==> src/rtl/etd_pkg.sv <==
`timescale 1ns / 1ps
// Shared types, constants and helpers for the elevation tile deframer.
// Used by every module in rtl; depends on nothing.
package etd_pkg;

  localparam int MAX_ROWS          = 4096;
  localparam int MAX_COLS          = 4096;
  localparam int HEADER_BYTES      = 3428;
  localparam int RECORD_LEAD_BYTES = 8;
  localparam int RECORD_TAIL_BYTES = 4;

  localparam int CNT_W  = 13;
  localparam int IDX_W  = 12;
  localparam int POS_W  = 14;
  localparam int HDR_W  = 12;
  localparam int VOID_W = 25;

  localparam logic [CNT_W-1:0] ROWS_RESET = 13'd3601;
  localparam logic [CNT_W-1:0] COLS_RESET = 13'd3601;

  localparam logic signed [15:0] VOID_VALUE = 16'sh8000;
  localparam logic signed [15:0] MIN_START  = 16'sh7fff;
  localparam logic signed [15:0] MAX_START  = 16'sh8001;
  localparam logic [VOID_W-1:0]  VOID_MAX   = {VOID_W{1'b1}};

  localparam logic REG_ROWS = 1'b0;
  localparam logic REG_COLS = 1'b1;

  typedef struct packed {
    logic [7:0] data_byte;
    logic       file_start;
  } byte_t;

  typedef struct packed {
    logic signed [15:0] elevation;
    logic [IDX_W-1:0]   column_index;
    logic [IDX_W-1:0]   row_index;
    logic               is_void;
    logic signed [15:0] elev_min;
    logic signed [15:0] elev_max;
    logic [VOID_W-1:0]  void_total;
    logic               last_post;
  } post_out_t;

  typedef struct packed {
    logic [15:0]      raw;
    logic [IDX_W-1:0] column;
    logic [IDX_W-1:0] row;
    logic             last;
    logic             fresh;
  } post_t;

  typedef struct packed {
    logic [CNT_W-1:0] rows;
    logic [CNT_W-1:0] cols;
  } cfg_t;

  function automatic logic [CNT_W-1:0] clamp_count(input logic [CNT_W-1:0] v,
                                                   input logic [CNT_W-1:0] top);
    logic [CNT_W-1:0] r;
    r = v;
    if (v == '0) r = {{(CNT_W-1){1'b0}}, 1'b1};
    else if (v > top) r = top;
    return r;
  endfunction

endpackage

==> src/rtl/elevation_tile_deframer.sv <==
`timescale 1ns / 1ps
// Elevation tile deframer top level: register port, classifier, queue, stats.
// Depends on etd_pkg, etd_front, etd_queue, etd_back.
//
// Takes one raw tile-file byte per cycle with no gaps of its own: a byte is
// accepted every cycle while the two-entry post queue has room, so the
// sustained rate is one byte per clock. Header bytes, record lead and tail
// bytes produce nothing; every second data byte completes a post, which is
// written to a queue slot and then to the statistics output register, and
// comes out with its column, row, void flag, running min/max over
// non-void posts, saturating void count and a last-post mark. A byte with
// file_start set restarts the file. rows_per_column (address 0) and
// column_count (address 4) clamp to 1..4096 and may be changed only while
// the block is idle.
module elevation_tile_deframer (
  input  logic               clk,
  input  logic               rst,
  input  logic               psel,
  input  logic               penable,
  input  logic               pwrite,
  input  logic [2:0]         paddr,
  input  logic [31:0]        pwdata,
  output logic [31:0]        prdata,
  output logic               pready,
  input  logic               byte_valid,
  output logic               byte_stall,
  input  etd_pkg::byte_t     byte_item,
  output logic               post_valid,
  input  logic               post_stall,
  output etd_pkg::post_out_t post_item
);

  logic [etd_pkg::CNT_W-1:0] rows_per_column, column_count;
  etd_pkg::cfg_t             cfg;
  logic                      wr_en, accept, push, full, pop, q_valid;
  etd_pkg::post_t            f_post, q_post;

  assign pready = 1'b1;
  assign wr_en  = psel && penable && pwrite;

  always_ff @(posedge clk) begin
    if (rst) begin
      rows_per_column <= etd_pkg::ROWS_RESET;
      column_count    <= etd_pkg::COLS_RESET;
    end else if (wr_en) begin
      unique case (paddr[2])
        etd_pkg::REG_ROWS: rows_per_column <= pwdata[etd_pkg::CNT_W-1:0];
        etd_pkg::REG_COLS: column_count    <= pwdata[etd_pkg::CNT_W-1:0];
        default: ;
      endcase
    end
  end

  always_comb begin
    unique case (paddr[2])
      etd_pkg::REG_ROWS: prdata = {{(32-etd_pkg::CNT_W){1'b0}}, rows_per_column};
      etd_pkg::REG_COLS: prdata = {{(32-etd_pkg::CNT_W){1'b0}}, column_count};
      default:           prdata = '0;
    endcase
  end

  assign cfg.rows = etd_pkg::clamp_count(rows_per_column, etd_pkg::CNT_W'(etd_pkg::MAX_ROWS));
  assign cfg.cols = etd_pkg::clamp_count(column_count, etd_pkg::CNT_W'(etd_pkg::MAX_COLS));

  assign byte_stall = full;
  assign accept     = byte_valid && !byte_stall;

  etd_front u_front (
    .clk    (clk),
    .rst    (rst),
    .accept (accept),
    .item   (byte_item),
    .cfg    (cfg),
    .push   (push),
    .post   (f_post)
  );

  etd_queue u_queue (
    .clk      (clk),
    .rst      (rst),
    .push     (push),
    .wr_post  (f_post),
    .full     (full),
    .pop      (pop),
    .rd_valid (q_valid),
    .rd_post  (q_post)
  );

  etd_back u_back (
    .clk       (clk),
    .rst       (rst),
    .q_valid   (q_valid),
    .q_post    (q_post),
    .pop       (pop),
    .out_valid (post_valid),
    .out_stall (post_stall),
    .out_post  (post_item)
  );

endmodule

==> src/rtl/etd_front.sv <==
`timescale 1ns / 1ps
// Byte classifier: header skip, record lead, post pairing, record tail.
// Pushes completed posts toward the queue; uses etd_pkg.
module etd_front (
  input  logic           clk,
  input  logic           rst,
  input  logic           accept,
  input  etd_pkg::byte_t item,
  input  etd_pkg::cfg_t  cfg,
  output logic           push,
  output etd_pkg::post_t post
);

  logic [etd_pkg::HDR_W-1:0] header_left, header_left_next, hl_e;
  logic [etd_pkg::POS_W-1:0] record_position, record_position_next, pos_e, pos_inc;
  logic [etd_pkg::IDX_W-1:0] current_column, current_column_next, col_e;
  logic [7:0]                high_byte_hold, high_byte_hold_next, hold_e;
  logic                      tile_done, tile_done_next, done_e;
  logic                      fresh, fresh_next, fresh_e;
  logic [etd_pkg::POS_W-1:0] data_end, rec_end, off;
  logic                      is_data, col_last, row_last, push_c;
  logic [etd_pkg::IDX_W-1:0] row;

  always_comb begin
    hl_e    = item.file_start ? etd_pkg::HDR_W'(etd_pkg::HEADER_BYTES) : header_left;
    pos_e   = item.file_start ? '0 : record_position;
    col_e   = item.file_start ? '0 : current_column;
    hold_e  = item.file_start ? '0 : high_byte_hold;
    done_e  = item.file_start ? 1'b0 : tile_done;
    fresh_e = item.file_start ? 1'b1 : fresh;

    data_end = etd_pkg::POS_W'(etd_pkg::RECORD_LEAD_BYTES)
             + {cfg.rows, 1'b0};
    rec_end  = data_end + etd_pkg::POS_W'(etd_pkg::RECORD_TAIL_BYTES);
    off      = pos_e - etd_pkg::POS_W'(etd_pkg::RECORD_LEAD_BYTES);
    is_data  = (pos_e >= etd_pkg::POS_W'(etd_pkg::RECORD_LEAD_BYTES)) && (pos_e < data_end);
    row      = off[etd_pkg::IDX_W:1];
    col_last = ({1'b0, col_e} + 13'd1) >= cfg.cols;
    row_last = ({1'b0, row} + 13'd1) >= cfg.rows;
    pos_inc  = pos_e + 14'd1;

    header_left_next     = hl_e;
    record_position_next = pos_e;
    current_column_next  = col_e;
    high_byte_hold_next  = hold_e;
    tile_done_next       = done_e;
    fresh_next           = fresh_e;
    push_c               = 1'b0;

    if (!done_e) begin
      if (hl_e != '0) begin
        header_left_next = hl_e - 12'd1;
      end else begin
        if (is_data) begin
          if (!off[0]) begin
            high_byte_hold_next = item.data_byte;
          end else begin
            push_c     = 1'b1;
            fresh_next = 1'b0;
            if (col_last && row_last) tile_done_next = 1'b1;
          end
        end
        if (pos_inc >= rec_end) begin
          record_position_next = '0;
          if (col_last) tile_done_next = 1'b1;
          else current_column_next = col_e + 12'd1;
        end else begin
          record_position_next = pos_inc;
        end
      end
    end
  end

  assign push        = accept && push_c;
  assign post.raw    = {hold_e, item.data_byte};
  assign post.column = col_e;
  assign post.row    = row;
  assign post.last   = col_last && row_last;
  assign post.fresh  = fresh_e;

  always_ff @(posedge clk) begin
    if (rst) begin
      header_left     <= etd_pkg::HDR_W'(etd_pkg::HEADER_BYTES);
      record_position <= '0;
      current_column  <= '0;
      high_byte_hold  <= '0;
      tile_done       <= 1'b0;
      fresh           <= 1'b1;
    end else if (accept) begin
      header_left     <= header_left_next;
      record_position <= record_position_next;
      current_column  <= current_column_next;
      high_byte_hold  <= high_byte_hold_next;
      tile_done       <= tile_done_next;
      fresh           <= fresh_next;
    end
  end

endmodule

==> src/rtl/etd_queue.sv <==
`timescale 1ns / 1ps
// Two-entry post queue between classifier and statistics stage.
// Uses etd_pkg for the post type.
module etd_queue (
  input  logic           clk,
  input  logic           rst,
  input  logic           push,
  input  etd_pkg::post_t wr_post,
  output logic           full,
  input  logic           pop,
  output logic           rd_valid,
  output etd_pkg::post_t rd_post
);

  etd_pkg::post_t slots [2];
  logic           wr_ptr, rd_ptr;
  logic [1:0]     count;

  assign full     = (count == 2'd2);
  assign rd_valid = (count != 2'd0);
  assign rd_post  = slots[rd_ptr];

  always_ff @(posedge clk) begin
    if (push) slots[wr_ptr] <= wr_post;
  end

  always_ff @(posedge clk) begin
    if (rst) begin
      wr_ptr <= 1'b0;
      rd_ptr <= 1'b0;
      count  <= '0;
    end else begin
      if (push) wr_ptr <= ~wr_ptr;
      if (pop) rd_ptr <= ~rd_ptr;
      count <= count + {1'b0, push} - {1'b0, pop};
    end
  end

  a_no_overflow: assert property (@(posedge clk) disable iff (rst) push |-> (!full || pop))
    else $error("post queue overflow");
  a_no_underflow: assert property (@(posedge clk) disable iff (rst) pop |-> rd_valid)
    else $error("post queue underflow");
  a_count_bound: assert property (@(posedge clk) disable iff (rst) count != 2'd3)
    else $error("post queue count out of range");

endmodule

==> src/rtl/etd_back.sv <==
`timescale 1ns / 1ps
// Statistics stage: void flag, running min/max, void count, output register.
// Uses etd_pkg.
module etd_back (
  input  logic               clk,
  input  logic               rst,
  input  logic               q_valid,
  input  etd_pkg::post_t     q_post,
  output logic               pop,
  output logic               out_valid,
  input  logic               out_stall,
  output etd_pkg::post_out_t out_post
);

  logic signed [15:0]         elev_min, elev_max, base_min, base_max, v;
  logic signed [15:0]         elev_min_next, elev_max_next;
  logic [etd_pkg::VOID_W-1:0] void_counter, void_counter_next, base_void;
  logic                       is_void;

  assign pop = q_valid && (!out_valid || !out_stall);

  always_comb begin
    v         = $signed(q_post.raw);
    is_void   = (v == etd_pkg::VOID_VALUE);
    base_min  = q_post.fresh ? etd_pkg::MIN_START : elev_min;
    base_max  = q_post.fresh ? etd_pkg::MAX_START : elev_max;
    base_void = q_post.fresh ? '0 : void_counter;
    elev_min_next     = base_min;
    elev_max_next     = base_max;
    void_counter_next = base_void;
    if (is_void) begin
      if (base_void != etd_pkg::VOID_MAX) void_counter_next = base_void + 25'd1;
    end else begin
      if (v < base_min) elev_min_next = v;
      if (v > base_max) elev_max_next = v;
    end
  end

  always_ff @(posedge clk) begin
    if (rst) begin
      out_valid    <= 1'b0;
      elev_min     <= etd_pkg::MIN_START;
      elev_max     <= etd_pkg::MAX_START;
      void_counter <= '0;
    end else begin
      if (pop) begin
        out_valid    <= 1'b1;
        elev_min     <= elev_min_next;
        elev_max     <= elev_max_next;
        void_counter <= void_counter_next;
      end else if (!out_stall) begin
        out_valid <= 1'b0;
      end
    end
  end

  always_ff @(posedge clk) begin
    if (pop) begin
      out_post.elevation    <= v;
      out_post.column_index <= q_post.column;
      out_post.row_index    <= q_post.row;
      out_post.is_void      <= is_void;
      out_post.elev_min     <= elev_min_next;
      out_post.elev_max     <= elev_max_next;
      out_post.void_total   <= void_counter_next;
      out_post.last_post    <= q_post.last;
    end
  end

  a_stats_bracket: assert property (@(posedge clk) disable iff (rst)
    (out_valid && !out_post.is_void) |->
      (out_post.elev_min <= out_post.elevation && out_post.elevation <= out_post.elev_max))
    else $error("non-void post outside running min/max");
  a_void_counts: assert property (@(posedge clk) disable iff (rst)
    (out_valid && out_post.is_void) |-> out_post.void_total != '0)
    else $error("void post with zero void total");
  a_stats_track: assert property (@(posedge clk) disable iff (rst)
    $past(pop) |-> (out_post.void_total == void_counter && out_post.elev_min == elev_min))
    else $error("output statistics out of step with running state");

endmodule

==> config.mk <==
export PLATFORM = sky130hd
export DESIGN_NAME = elevation_tile_deframer
export DESIGN_NICKNAME = d
export VERILOG_FILES = /design/src/rtl/etd_pkg.sv /design/src/rtl/elevation_tile_deframer.sv /design/src/rtl/etd_front.sv /design/src/rtl/etd_queue.sv /design/src/rtl/etd_back.sv
export SDC_FILE = /design/constraint.sdc
export NUM_CORES = 1
export LEC_CHECK = 0
export BUFFER_PORTS_ARGS = -buffer_cell sky130_fd_sc_hd__buf_2
export CAP_MARGIN = 40
export CORE_ASPECT_RATIO = 0.9
export CORE_MARGIN = 3
export CORE_UTILIZATION = 48
export CTS_CLUSTER_DIAMETER = 40
export CTS_CLUSTER_SIZE = 10
export DETAILED_ROUTE_END_ITERATION = 7
export GPL_ROUTABILITY_DRIVEN = 0
export PLACE_DENSITY = 0.66
export SLEW_MARGIN = 25
export SYNTH_ARGS = -nofsm -noshare
export SYNTH_HDL_FRONTEND = slang
export SYNTH_SLANG_ARGS = --single-unit
export TNS_END_PERCENT = 20
==> constraint.sdc <==
create_clock -name clk -period 6.6 [get_ports clk]
set_input_delay 0.66 -clock clk [delete_from_list [all_inputs] [get_ports clk]]
set_output_delay 0.66 -clock clk [all_outputs]
set_load 0.03 [all_outputs]
Word level (Yosys, flattened, before mapping)

Memories as Yosys holds them, arrays and structs flattened. A register that Yosys moved wholly into a read port is not among the register bits.
Cells that the tools add are included.

Bits in registers: 235
Bits in writable memories: 84
Input port bits: 51
Word-level logic and storage cells: 122
Memories: 1

Memory list:

| memory        | depth | width | rd ports | clocked after memory_dff | wr ports | line            | RTL |
|---|---|---|---|---|---|---|---|
| u_queue.slots | 2     | 42    | 1        | 1                        | 1        | etd_queue.sv:15 | `etd_pkg::post_t slots [2];` |

$add $sub $neg: 11
Order comparisons: 9
Eq/ne operators: 4
Muxes and demuxes: 54
Bitwise logic cells: 3
Reduce and logical (&&, ||, !) cells: 17

Operators with widths:

| kind                                                               | number |
|---|---|
| 2-to-1 mux 12 bit                                                  | 8 |
| 2-to-1 mux 16 bit                                                  | 6 |
| 2-to-1 mux 25 bit                                                  | 3 |
| case mux 32 bit (2 select lines)                                   | 1 |
| 2-to-1 mux 14 bit                                                  | 4 |
| 2-to-1 mux 13 bit                                                  | 4 |
| 2-to-1 mux 8 bit                                                   | 5 |
| adder 12 x 1 -> 13 bit, second input constant                      | 2 |
| greater-or-equal comparator 13 bit                                 | 2 |
| greater-than comparator 13 bit, second input constant              | 2 |
| zero test 13 bit                                                   | 2 |
| adder 25 x 1 -> 25 bit, second input constant                      | 1 |
| inequality test 25 bit, second input constant                      | 1 |
| 2-to-1 mux 1 bit                                                   | 23 |
| equality test 16 bit, second input constant                        | 1 |
| greater-than comparator 16 bit                                     | 1 |
| less-than comparator 16 bit                                        | 1 |
| adder 14 x 1 -> 14 bit, second input constant                      | 1 |
| adder 14 x 3 -> 14 bit, second input constant                      | 1 |
| adder 4 x 14 -> 14 bit, first input constant                       | 1 |
| greater-or-equal comparator 14 bit                                 | 1 |
| greater-or-equal comparator 14 x 4 -> 1 bit, second input constant | 1 |
| less-than comparator 14 bit                                        | 1 |
| subtractor 13 x 4 -> 13 bit, second input constant                 | 1 |
| other kinds (13)                                                   | 24 |

Depth between registers and ports, before layout

Gate-level depths: netlist (run 1).

Word-level depth: 12
Depth in mapped cells: 20
Mapped depth without buffers: 18

Cells and area by module

From an unflattened synthesis (run 1), not the netlist that was laid out.

Cells, all modules: 1768
Area, all modules: 17939.7 um2

By module, submodules not included:

| module                  | times used | cells an instance | area each (um2) |
|---|---|---|---|
| etd_back                | 1          | 737               | 7712.4 |
| etd_front               | 1          | 702               | 5152.4 |
| etd_queue               | 1          | 152               | 3455.8 |
| elevation_tile_deframer | 1          | 177               | 1619.1 |

Worst setup path before layout (run 1)

No wires, ideal clock.

Path kind: reg-to-reg
From: register rows_per_column[12] in the netlist's numbering
To: memory u_queue.slots[0][0] in the netlist's numbering, enable pin
Library setup time: 0.446 ns
Arrival: 5.004 ns
Setup slack: 1.150 ns
Stages on the path, launching flop included: 16
Cells stage by stage: dfxtp_1 inv_1 clkbuf_1 nand2_1 inv_1 ha_1 nand3_1 nor3_1 mux2_2 ha_1 and3_1 and3_1 o311ai_0 o311a_1 o2111a_1 nor2b_1

Longest elaborated chain between the ends: 12
Elaborated cells on any way between the ends: 13
Those cells by class: add/sub: 1; order compare: 2; mux: 7; reduce/logical: 3

Ends and longest elaborated chain:

| item                                       | line                          | RTL |
|---|---|---|
| start: declaration                         | elevation_tile_deframer.sv:33 | `logic [etd_pkg::CNT_W-1:0] rows_per_column, column_count;` |
| start signal: assignment                   | elevation_tile_deframer.sv:43 | `rows_per_column <= etd_pkg::ROWS_RESET;` |
| start signal: assignment                   | elevation_tile_deframer.sv:47 | `etd_pkg::REG_ROWS: rows_per_column <= pwdata[etd_pkg::CNT_W-1:0];` |
| greater-than comparator 13 bit             | etd_pkg.sv:63                 | `else if (v > top) r = top;` |
| 2-to-1 mux 13 bit                          | etd_pkg.sv:63                 |  |
| 2-to-1 mux 13 bit (*)                      | etd_pkg.sv:62                 | `if (v == '0) r = {{(CNT_W-1){1'b0}}, 1'b1};` |
| adder 4 x 14 -> 14 bit (*)                 | etd_front.sv:33               | `+ {cfg.rows, 1'b0};` |
| less-than comparator 14 bit (*)            | etd_front.sv:36               | `is_data = (pos_e >= etd_pkg::POS_W'(etd_pkg::RECORD_LEAD_BYTES)) && (pos_e < data_end);` |
| logical AND 1 bit (*)                      | etd_front.sv:36               |  |
| 2-to-1 mux 1 bit (*)                       | etd_front.sv:54               | `if (is_data) begin` |
| 2-to-1 mux 1 bit (*)                       | etd_front.sv:51               | `if (hl_e != '0) begin` |
| 2-to-1 mux 1 bit (*)                       | etd_front.sv:50               | `if (!done_e) begin` |
| logical AND 1 bit (*)                      | etd_front.sv:74               | `assign push = accept && push_c;` |
| net push                                   | elevation_tile_deframer.sv:35 | `logic wr_en, accept, push, full, pop, q_valid;` |
| 2-to-1 mux 1 bit (*)                       | etd_queue.sv:24               | `if (push) slots[wr_ptr] <= wr_post;` |
| 2-to-1 mux 1 bit (implied by the code) (*) | etd_queue.sv:24               |  |
| end: declaration                           | etd_queue.sv:15               |  |

The timed path passes the listed nets; every way through them passes the cells marked *.

Worst setup path after layout (run 1)

From: register rows_per_column[12] in the netlist's numbering
To: memory u_queue.slots[0][23] in the netlist's numbering, enable pin

The elaborated chain is that of the path after synthesis.

==> run metrics, run 1 <==
compound-gate portion of the synthesized area=0.122; CTS resizes=0; clock-pin slew reported for the worst setup and hold paths after clock tree synthesis=0.05 ns; number of buffers added by the clock tree synthesis step=48; setup repair after global routing missed its margin=false; number of input and output port buffers inserted=143; static leakage=7.18 nW; worst reg2reg path startpoint=rows_per_column[12]; final hold violation count=0; Antenna Violating Nets Remaining=0; share of cells above drive strength 1=0.167; simple-gate portion of the synthesized area=0.174; count of placed standard cells in the final layout, fillers left out=2263; Cell Area, Synth=16600 um^2; latest clock arrival within the worst-skew pair=0.56 ns; DP Area=17700 um^2; count of buffering cells on the critical path with inverters included=3; I/O Pins=185; Die Width=202 um; shortest period the worst path allows=5.25 ns; Final Skew=0.0296 ns; post-cts hold buffer count=0; ratio of total power to cell area=368 nW/um^2; nature of the critical path endpoint=flip-flop; per-cell via count in the routed design=5.59; overall via count from detail_route=12651; Placed Cells=2169; sequential share of the synthesized area=0.497; sum of overflow across all layers after global routing=0; clock root cell=clkbuf_16; Synth Area in XOR/XNOR=0.0417; mux share of post-synthesis cell area=0.0462; cell type with the largest total area after synthesis=edfxtp_1; Crit Path Max Fanout=30; most frequent cells after synthesis=183 x edfxtp_1, 182 x nand2_1, 137 x dfxtp_1, 126 x nor2_1, 97 x a21oi_1; most used flip-flop cell after synthesis=edfxtp_1; cell-by-cell listing of the critical path=inv_1, nand2_1, inv_1, ha_1, nand3_1, nor3_1, and3_1, xor2_1, ha_1, a21oi_1, nor2b_1, o21ai_0, nor4b_1, o2111a_1, nor2b_4, buf_4; first-pass iteration count of the detailed router=5; dominant cell by count in the synthesized netlist=edfxtp_1; Sink Count=320; number of global-route vias before repair=11948; synthesized area per cell=10.1 um^2; worst path setup slack after routing=1.35 ns; DRC violation count after routing=0; min-delay worst type=input port to flip-flop; overall power of the completed layout=7.13 mW; area enclosed by the die boundary=36800 um^2; height of the die=182 um; total of flip-flops plus latches after synthesis=320; Slowest-stage cell, CP=nor4b_1; DRC violation total after the first TritonRoute iteration=884; category of the worst setup path launch point=flip-flop; DP Worst Slack=1.24 ns; area overhead of the layout relative to synthesis=16.8%; Final Cycle Share=0.796; number of antenna violations at the first check in global routing=0; Syn Inst Count=1640; start-to-end type of the worst setup path=flip-flop to flip-flop; initial core utilization=0.495; WL per Instance=17.3 um; Total Routed Length=39.1 mm; worst max-slew margin expressed relative to the limit=0.426; status=completed; Antenna diodes=0; Worst EP arrival=5.44 ns; Hold Slack=0.314 ns; TritonCTS clock tree=done; Warnings, synthesis=0; sum of negative setup slack=0 ns; cells taking the most area after synthesis=edfxtp_1 33%, dfxtp_1 17%, ha_1 7.2%; core utilization of the finished layout=0.578; maximum root-to-sink buffer count=3; internal reg-to-reg setup slack=1.35 ns; actual transition at the worst max-transition pin=0.854 ns; share of synthesized cell area in full adder, half adder and majority cells=0.0717; endpoints failing setup=0; num rows=63; start point of the worst min-delay path=byte_item[1]; Final Max Tran Viols=0; Worst R2R Path Depth=16; Top delay family on crit path=simple AND/OR/NAND/NOR gates; Core Footprint=33500 um^2; capture point of the worst reg-to-reg path=u_queue.slots[0][23]; wire length of the first global-routing pass=62.6 mm; dominant combinational cell family by area after synthesis=simple AND/OR/NAND/NOR gates; number of max-cap violations=0; final standard cell area without fillers=19400 um^2; H-tree levels=2; CP Data Required Time=6.78 ns; Post-CTS Setup Repair Bufs=0; highest ir drop seen on vdd=0.202 mV; highest achievable clock rate=190 MHz; number of distinct library cells after synthesis=75; number of filler cells placed in the layout=2900; maximum number of pins on one net before global-route repair=78; number of enable flip-flop cells after synthesis=183; Cells on Worst Hold Path=1; biggest cell delay along the critical path=0.57 ns; sum of net half-perimeters after detailed placement=27.3 mm; Min-Delay Endpoint=u_queue.slots[0][26]; total routing usage reported by global routing=0.205; post-synth top area share=0.331; Synth async-reset ratio=0; Net count, final=1914
-- how the worst max path moves through the flow --
stage / start / cells past startpoint / end
2_1_floorplan: rows_per_column[12] / 15 / u_queue.slots[0][0]
3_3_place_gp: byte_item[0] / 18 / u_front.record_position[12]
3_5_place_dp: byte_item[0] / 18 / u_front.record_position[12]
4_1_cts: rows_per_column[12] / 16 / u_queue.slots[0][24]
5_1_grt: rows_per_column[12] / 16 / u_queue.slots[0][23]
6_report: rows_per_column[12] / 16 / u_queue.slots[0][23]
-- registers in the layout, indices dropped and copies added, names as in the netlist, 2 cells and up, named ones only --
register                 cells
u_front.record_position     14
u_back.elev_min             16
u_back.void_counter         25
u_front.header_left         12
column_count                13
rows_per_column             13
u_front.high_byte_hold       8
u_front.current_column      12
u_queue.count                2
u_back.out_post             99
u_queue.slots               84
u_back.elev_max             16
-- placed cells by master, fill, tap and decap left out, drive strengths merged, types with 18 or more instances in the layout --
| cell type | instances |
|---|---|
| o21ai | 73 |
| mux2 | 39 |
| dfxtp | 137 |
| conb | 20 |
| xor2 | 35 |
| edfxtp | 183 |
| inv | 77 |
| ha | 95 |
| mux2i | 31 |
| buf | 164 |
| nand4 | 24 |
| xnor2 | 44 |
| nand3 | 41 |
| nor2b | 37 |
| nor3 | 40 |
| nor2 | 126 |
| a21o | 18 |
| or3 | 22 |
| nand2 | 182 |
| a21oi | 97 |
| nor4 | 22 |
| clkbuf | 68 |
-- routing by layer --
metal,track usage,share of wire,vias to the layer above
met4,0.0480,0.014,0
met1,0.286,0.46,6062
met5,0,0,-
met3,0.0325,0.053,45
met2,0.339,0.47,348
li1,-,-,6196
-- report_power, final --
part | total, mW | internal [mW] | switching [mW]
Sequential | 2.67 | 2.53 | 0.134
Clock | 2.59 | 1.67 | 0.922
Combinational | 1.87 | 0.546 | 1.32
Total | 7.13 | 4.75 | 2.38
-- logic make-up (layout without fill, tap and decap cells) --
| logic type | Yosys count | in the layout |
|---|---|---|
| compound gates | 315 | 315 |
| fa+ha+maj | 95 | 95 |
| simple gates | 580 | 580 |
| xor+xnor | 79 | 79 |
| flops | 320 | 320 |
| mux | 70 | 70 |
| other cells | 2 | 20 |
| buf+inv | 179 | 329 |
-- cell type report --
| cell class | count | area [um^2] | area share |
|---|---|---|---|
| clock buffers | 67 | 1350 | 0.0695 |
| clock inverters | 23 | 323 | 0.0167 |
| inverters | 74 | 280 | 0.0145 |
| multi-input cells | 1159 | 7670 | 0.396 |
| flip-flops and latches | 320 | 8240 | 0.426 |
| well taps | 455 | 569 | 0.0294 |
| repair buffers | 165 | 932 | 0.0482 |
(Power assumes the default switching activity.)
==> run 2: changes to the inputs <==
clock period = 5.3 ns   (was 6.6 ns; I/O delays follow)
==> run 2 against run 1 <==
Fmax is 9.5% higher; setup slack worse by 0.84 ns; final cell count grew 0.35%; critical path type unchanged.
==> run metrics, run 2 (synthesized netlist as in run 1, its figures left out) <==
status=completed; highest ir drop seen on vdd=0.264 mV; per-cell via count in the routed design=5.61; GR Util met1=0.282; H-tree levels=2; Net count, final=1925; Total Routed Length=39.2 mm; Logic pwr share=0.267; Final Skew=0.0284 ns; number of max-cap violations=0; first-pass iteration count of the detailed router=5; number of input and output port buffers inserted=143; CP Data Required Time=5.53 ns; min-delay worst type=input port to flip-flop; most flop-heavy register=u_back.out_post; post-cts hold buffer count=0; met3 demand-to-capacity share in global routing=0.0378; Antenna diodes=0; number of flip-flops in the largest register=99; Post-CTS Setup Repair Bufs=0; initial core utilization=0.495; net switching fraction of the power=0.336; height of the die=182 um; Die Width=202 um; net load switching power=2.92 mW; DRC violation count after routing=0; leading cell types in the layout, fill and taps excluded=183 x edfxtp_1, 182 x nand2_1, 143 x buf_2; registers with the most flip-flops=u_back.out_post (99), u_queue.slots (84), u_back.void_counter (25); overall via count from detail_route=12731; area overhead of the layout relative to synthesis=16.4%; category of the worst setup path launch point=flip-flop; Worst EP arrival=5.03 ns; share of power burned in the clock network=0.352; TritonCTS clock tree=done; clock-pin slew reported for the worst setup and hold paths after clock tree synthesis=0.05 ns; DRC violation total after the first TritonRoute iteration=989; share of cells above drive strength 1=0.168; WL per Instance=17.3 um; static leakage=7.18 nW; nature of the critical path endpoint=flip-flop; area enclosed by the die boundary=36800 um^2; internal power=5.78 mW; clock root cell=clkbuf_16; I/O Pins=185; endpoints failing setup=0; total routing usage reported by global routing=0.208; sequential fraction of design power=0.381; met2 usage in global routing=0.343; worst max-slew margin expressed relative to the limit=0.475; setup repair after global routing missed its margin=false; highest achievable clock rate=208 MHz; Final Cycle Share=0.905; Crit Path Max Fanout=30; ratio of total power to cell area=451 nW/um^2; shortest period the worst path allows=4.80 ns; highest-utilization routing layer at the global route stage=met2; sum of negative setup slack=0 ns; number of buffers added by the clock tree synthesis step=47; start-to-end type of the worst setup path=flip-flop to flip-flop; Antenna Violating Nets Remaining=0; actual transition at the worst max-transition pin=0.788 ns; final hold violation count=0; Final Max Tran Viols=0; latest clock arrival within the worst-skew pair=0.56 ns; CTS resizes=0; core utilization of the finished layout=0.576; maximum root-to-sink buffer count=3; wire length of the first global-routing pass=63.4 mm; sum of net half-perimeters after detailed placement=27.8 mm; maximum number of pins on one net before global-route repair=74; Sink Count=320; sum of overflow across all layers after global routing=0; number of antenna violations at the first check in global routing=0; number of global-route vias before repair=12208; Core Footprint=33500 um^2; most frequent standard cell in the layout excluding fill and tap cells=edfxtp_1; num rows=63
==> run 2: cell types whose count changed in the layout (fill, tap and decap cells not counted), moves of 2 or more <==
cell / delta
clkinv_4: -3
clkinv_1: +3
buf_4: +13
clkbuf_8: -3
clkinvlp_4: -2
inv_6: +2
==> run 2: final timing paths <==
path,from,to,slack (ns),cells after the start
worst max-delay path,rows_per_column[12],u_queue.slots[1][22],0.50,16
worst min-delay path,byte_item[1],u_queue.slots[0][26],0.19,1
worst max register to register,rows_per_column[12],u_queue.slots[1][22],0.50,16
worst min register to register,u_front.current_column[7],u_front.current_column[7],0.46,1
==> run 2: final cells by class <==
class / count / area [um^2]
Tap cell: 455 / 569
Timing Repair Buffer: 177 / 1000
Sequential cell: 320 / 8240
Inverter: 74 / 280
Clock inverter: 22 / 269
Clock buffer: 64 / 1280
Multi-Input combinational cell: 1159 / 7660
Fill cell: 2854 / 14200
==> run 2: worst max-delay path, stage by stage, from the launching register on <==
cell and delay, ns:
dfxtp_1 0.37, inv_1 0.28, nand2_1 0.25, inv_1 0.14
ha_1 0.23, nand3_1 0.14, nor3_1 0.35, and3_1 0.25
xor2_1 0.23, ha_1 0.29, a21oi_1 0.14, nor2b_1 0.06
o21ai_0 0.13, nor4b_1 0.46, o2111a_1 0.43, and2_2 0.44
buf_12 0.26
==> run 2: layer usage <==
metal  up-vias  wire [um]
li1       6209          -
met1      6129      17900
met2       334      18500
met3        59       2060
met4         0        766
met5         -          0
==> run 2: power groups by stage <==
stage               registers [mW]  logic (mW)  clock network (mW)
detailed placement            3.37        2.33                   0
global placement              3.36        2.26                   0
floorplan                     3.97        1.07                   0
CTS                           3.32        2.34                3.13
global route                  3.36        2.52                3.24
finish                        3.32        2.32                3.07
==> run 2: per-stage QoR <==
step / instance area [um^2] / worst slack (ns) / power (mW) / instances / hold slack (ns)
global route: 19300 / 0.171 / 9.12 / 2271 / 0.179
floorplan: 16600 / 0.638 / 5.03 / 1658 / 0.431
finish: 19300 / 0.504 / 8.71 / 2271 / 0.190
CTS: 19300 / 0.523 / 8.79 / 2269 / 0.169
detailed placement: 17700 / 0.565 / 5.69 / 2183 / 0.454
global placement: 17700 / 0.628 / 5.63 / 2181 / 0.447
==> run 3: changes to the inputs <==
ABC_AREA = 1   (was default)
==> run 3 against run 2 <==
Synthesized cell count is 38% higher; clock skew is 0.0061 ns lower; flip-flop and latch count stayed put; wire length is 20% higher; register-to-register slack better by 0.096 ns; worst hold slack worse by 0.023 ns; combinational power is 89% higher; critical path depth is 11 higher; clock power is 3% higher; area after synthesis is 8.8% higher; sequential share of layout area is 3.0 points lower; first-iteration DRC count is 5.8% higher.
==> run metrics, run 3 <==
Syn Inst Count=2265; met2 usage in global routing=0.371; internal reg-to-reg setup slack=0.60 ns; CP Data Required Time=5.71 ns; actual transition at the worst max-transition pin=0.841 ns; Die Width=210 um; post-cts hold buffer count=0; Net count, final=2553; most frequent cells after synthesis=527 x nand2_1, 303 x inv_1, 190 x nor2_1, 183 x edfxtp_1, 165 x a21oi_1; endpoints failing setup=0; net switching fraction of the power=0.406; height of the die=190 um; DRC violation count after routing=0; synthesized area per cell=7.97 um^2; number of input and output port buffers inserted=143; Cell Area, Synth=18000 um^2; TritonCTS clock tree=done; net load switching power=4.61 mW; Synth async-reset ratio=0; H-tree levels=2; clock-pin slew reported for the worst setup and hold paths after clock tree synthesis=0.06 ns; Crit Path Max Fanout=14; sum of negative setup slack=0 ns; worst reg2reg path startpoint=rows_per_column[6]; sum of overflow across all layers after global routing=0; Antenna Violating Nets Remaining=0; most used flip-flop cell after synthesis=edfxtp_1; Worst Setup SP=rows_per_column[6]; leading cell types in the layout, fill and taps excluded=527 x nand2_1, 302 x inv_1, 190 x nor2_1; number of global-route vias before repair=14698; Worst EP arrival=5.11 ns; highest ir drop seen on vdd=0.334 mV; I/O Pins=185; num rows=66; Logic pwr share=0.386; worst path setup slack after routing=0.600 ns; Warnings, synthesis=0; GR Util met1=0.324; most flop-heavy register=u_back.out_post; Total Routed Length=47.0 mm; DP Area=19100 um^2; Cells on Worst Hold Path=1; ratio of total power to cell area=546 nW/um^2; cells taking the most area after synthesis=edfxtp_1 30%, dfxtp_1 15%, nand2_1 11%; internal power=6.73 mW; cell type with the largest total area after synthesis=edfxtp_1; Core Footprint=36600 um^2; DP Worst Slack=0.609 ns; sequential share of the synthesized area=0.457; highest achievable clock rate=213 MHz; sum of net half-perimeters after detailed placement=33.5 mm; number of buffers added by the clock tree synthesis step=49; Post-CTS Setup Repair Bufs=0; Worst R2R Path Depth=27; number of antenna violations at the first check in global routing=3; number of flip-flops in the largest register=99; overall power of the completed layout=11.3 mW; total routing usage reported by global routing=0.234; Hold Slack=0.168 ns; capture point of the worst reg-to-reg path=u_front.current_column[10]; status=completed; setup repair after global routing missed its margin=false; final hold violation count=0; Critical Path Sink=u_front.current_column[10]; min-delay worst type=input port to flip-flop; dominant cell by count in the synthesized netlist=nand2_1; highest-utilization routing layer at the global route stage=met2; number of max-cap violations=0; initial core utilization=0.493; registers with the most flip-flops=u_back.out_post (99), u_queue.slots (84), u_back.void_counter (25); Final Max Tran Viols=0; final standard cell area without fillers=20800 um^2; nature of the critical path endpoint=flip-flop; met3 demand-to-capacity share in global routing=0.0424; Final Cycle Share=0.887; Final Skew=0.0222 ns; area enclosed by the die boundary=40000 um^2; shortest period the worst path allows=4.70 ns; share of power burned in the clock network=0.278; DRC violation total after the first TritonRoute iteration=1046; sequential fraction of design power=0.336; maximum number of pins on one net before global-route repair=79; Sink Count=320; WL per Instance=16.1 um; static leakage=9.30 nW; CTS resizes=0; total of flip-flops plus latches after synthesis=320; category of the worst setup path launch point=flip-flop; clock root cell=clkbuf_16; area overhead of the layout relative to synthesis=15.1%; first-pass iteration count of the detailed router=6; share of cells above drive strength 1=0.135; number of enable flip-flop cells after synthesis=183; wire length of the first global-routing pass=75.9 mm; most frequent standard cell in the layout excluding fill and tap cells=nand2_1; overall via count from detail_route=15475; per-cell via count in the routed design=5.29; post-synth top area share=0.305; number of distinct library cells after synthesis=50; start-to-end type of the worst setup path=flip-flop to flip-flop; latest clock arrival within the worst-skew pair=0.57 ns; worst max-slew margin expressed relative to the limit=0.439; maximum root-to-sink buffer count=3
==> run 3: cell count changes in the layout (fill, tap and decap cells not counted), moves of 26 or more <==
cell,previous run,this run
a21oi_1,97,165
inv_1,71,302
mux2_2,38,0
mux2i_1,29,0
nand2_1,182,527
nand3_1,41,144
nand4_1,24,50
nor2_1,125,190
nor2b_1,36,0
o21ai_0,67,106
o21ai_1,5,36
xnor2_1,44,10
==> run 3: metal layers <==
metal | part of all wire | routed length, um
met1 | 0.45 | 21200
met2 | 0.45 | 21200
met3 | 0.073 | 3410
met4 | 0.026 | 1240
met5 | 0 | 0
==> run 3: worst min path at each step <==
stage | startpoint | slack [ns] | end
after floorplan | u_queue.rd_ptr | 0.43 | flip-flop
after global placement | u_queue.rd_ptr | 0.43 | flip-flop
after detailed placement | u_queue.rd_ptr | 0.44 | flip-flop
after CTS | byte_item[1] | 0.15 | u_queue.slots[0][26]
after global routing | byte_item[1] | 0.16 | u_queue.slots[0][26]
final | byte_item[1] | 0.17 | u_queue.slots[0][26]
==> run 3: power by group through the flow <==
stage                     combinational, mW  sequential [mW]  clock, mW
after floorplan                        2.47             4.60          0
after CTS                              4.38             3.82       3.21
after detailed placement               4.36             3.86          0
after global placement                 4.22             3.84          0
after global routing                   4.83             3.88       3.33
final                                  4.38             3.81       3.15
==> run 3: kinds of logic after synthesis <==
logic type | synth area share
compound gates | 0.0974
xor+xnor | 0.0243
fa+ha+maj | 0.0659
buf+inv | 0.0958
flops | 0.457
other cells | 0.000416
simple gates | 0.260
==> run 3: critical path, cell delays in order (launching register included) <==
cell	delay, ns
dfxtp_1	0.33
inv_1	0.17
nand3_1	0.10
nor2_1	0.09
nand2_1	0.08
nand2_2	0.20
nand2_1	0.18
inv_1	0.23
ha_1	0.23
nand4_1	0.17
nor2_1	0.25
nand2_1	0.08
nand2_1	0.06
nand2_1	0.12
nor2_1	0.19
nand3_1	0.09
nor2_1	0.09
nor2_1	0.06
ha_1	0.32
nand2_1	0.10
nor3_1	0.23
a21oi_1	0.11
nand3_1	0.29
nand3_2	0.29
inv_2	0.26
nand2_1	0.07
nand3_1	0.07
a21oi_1	0.08
==> run 3: area by class of cell <==
cell class | count | area [um^2]
flip-flops and latches | 320 | 8240
clock inverters | 26 | 265
multi-input cells | 1550 | 8170
inverters | 321 | 1210
clock buffers | 66 | 1350
fillers | 3403 | 15800
well taps | 476 | 596
diodes | 3 | 7.51
repair buffers | 165 | 917
==> run 3: metrics by stage <==
step | instances | utilization
2_1_floorplan | 2283 | -
3_3_place_gp | 2829 | 0.521
3_5_place_dp | 2831 | 0.523
4_1_cts | 2923 | 0.567
5_1_grt | 2927 | 0.567
6_report | 2927 | 0.567
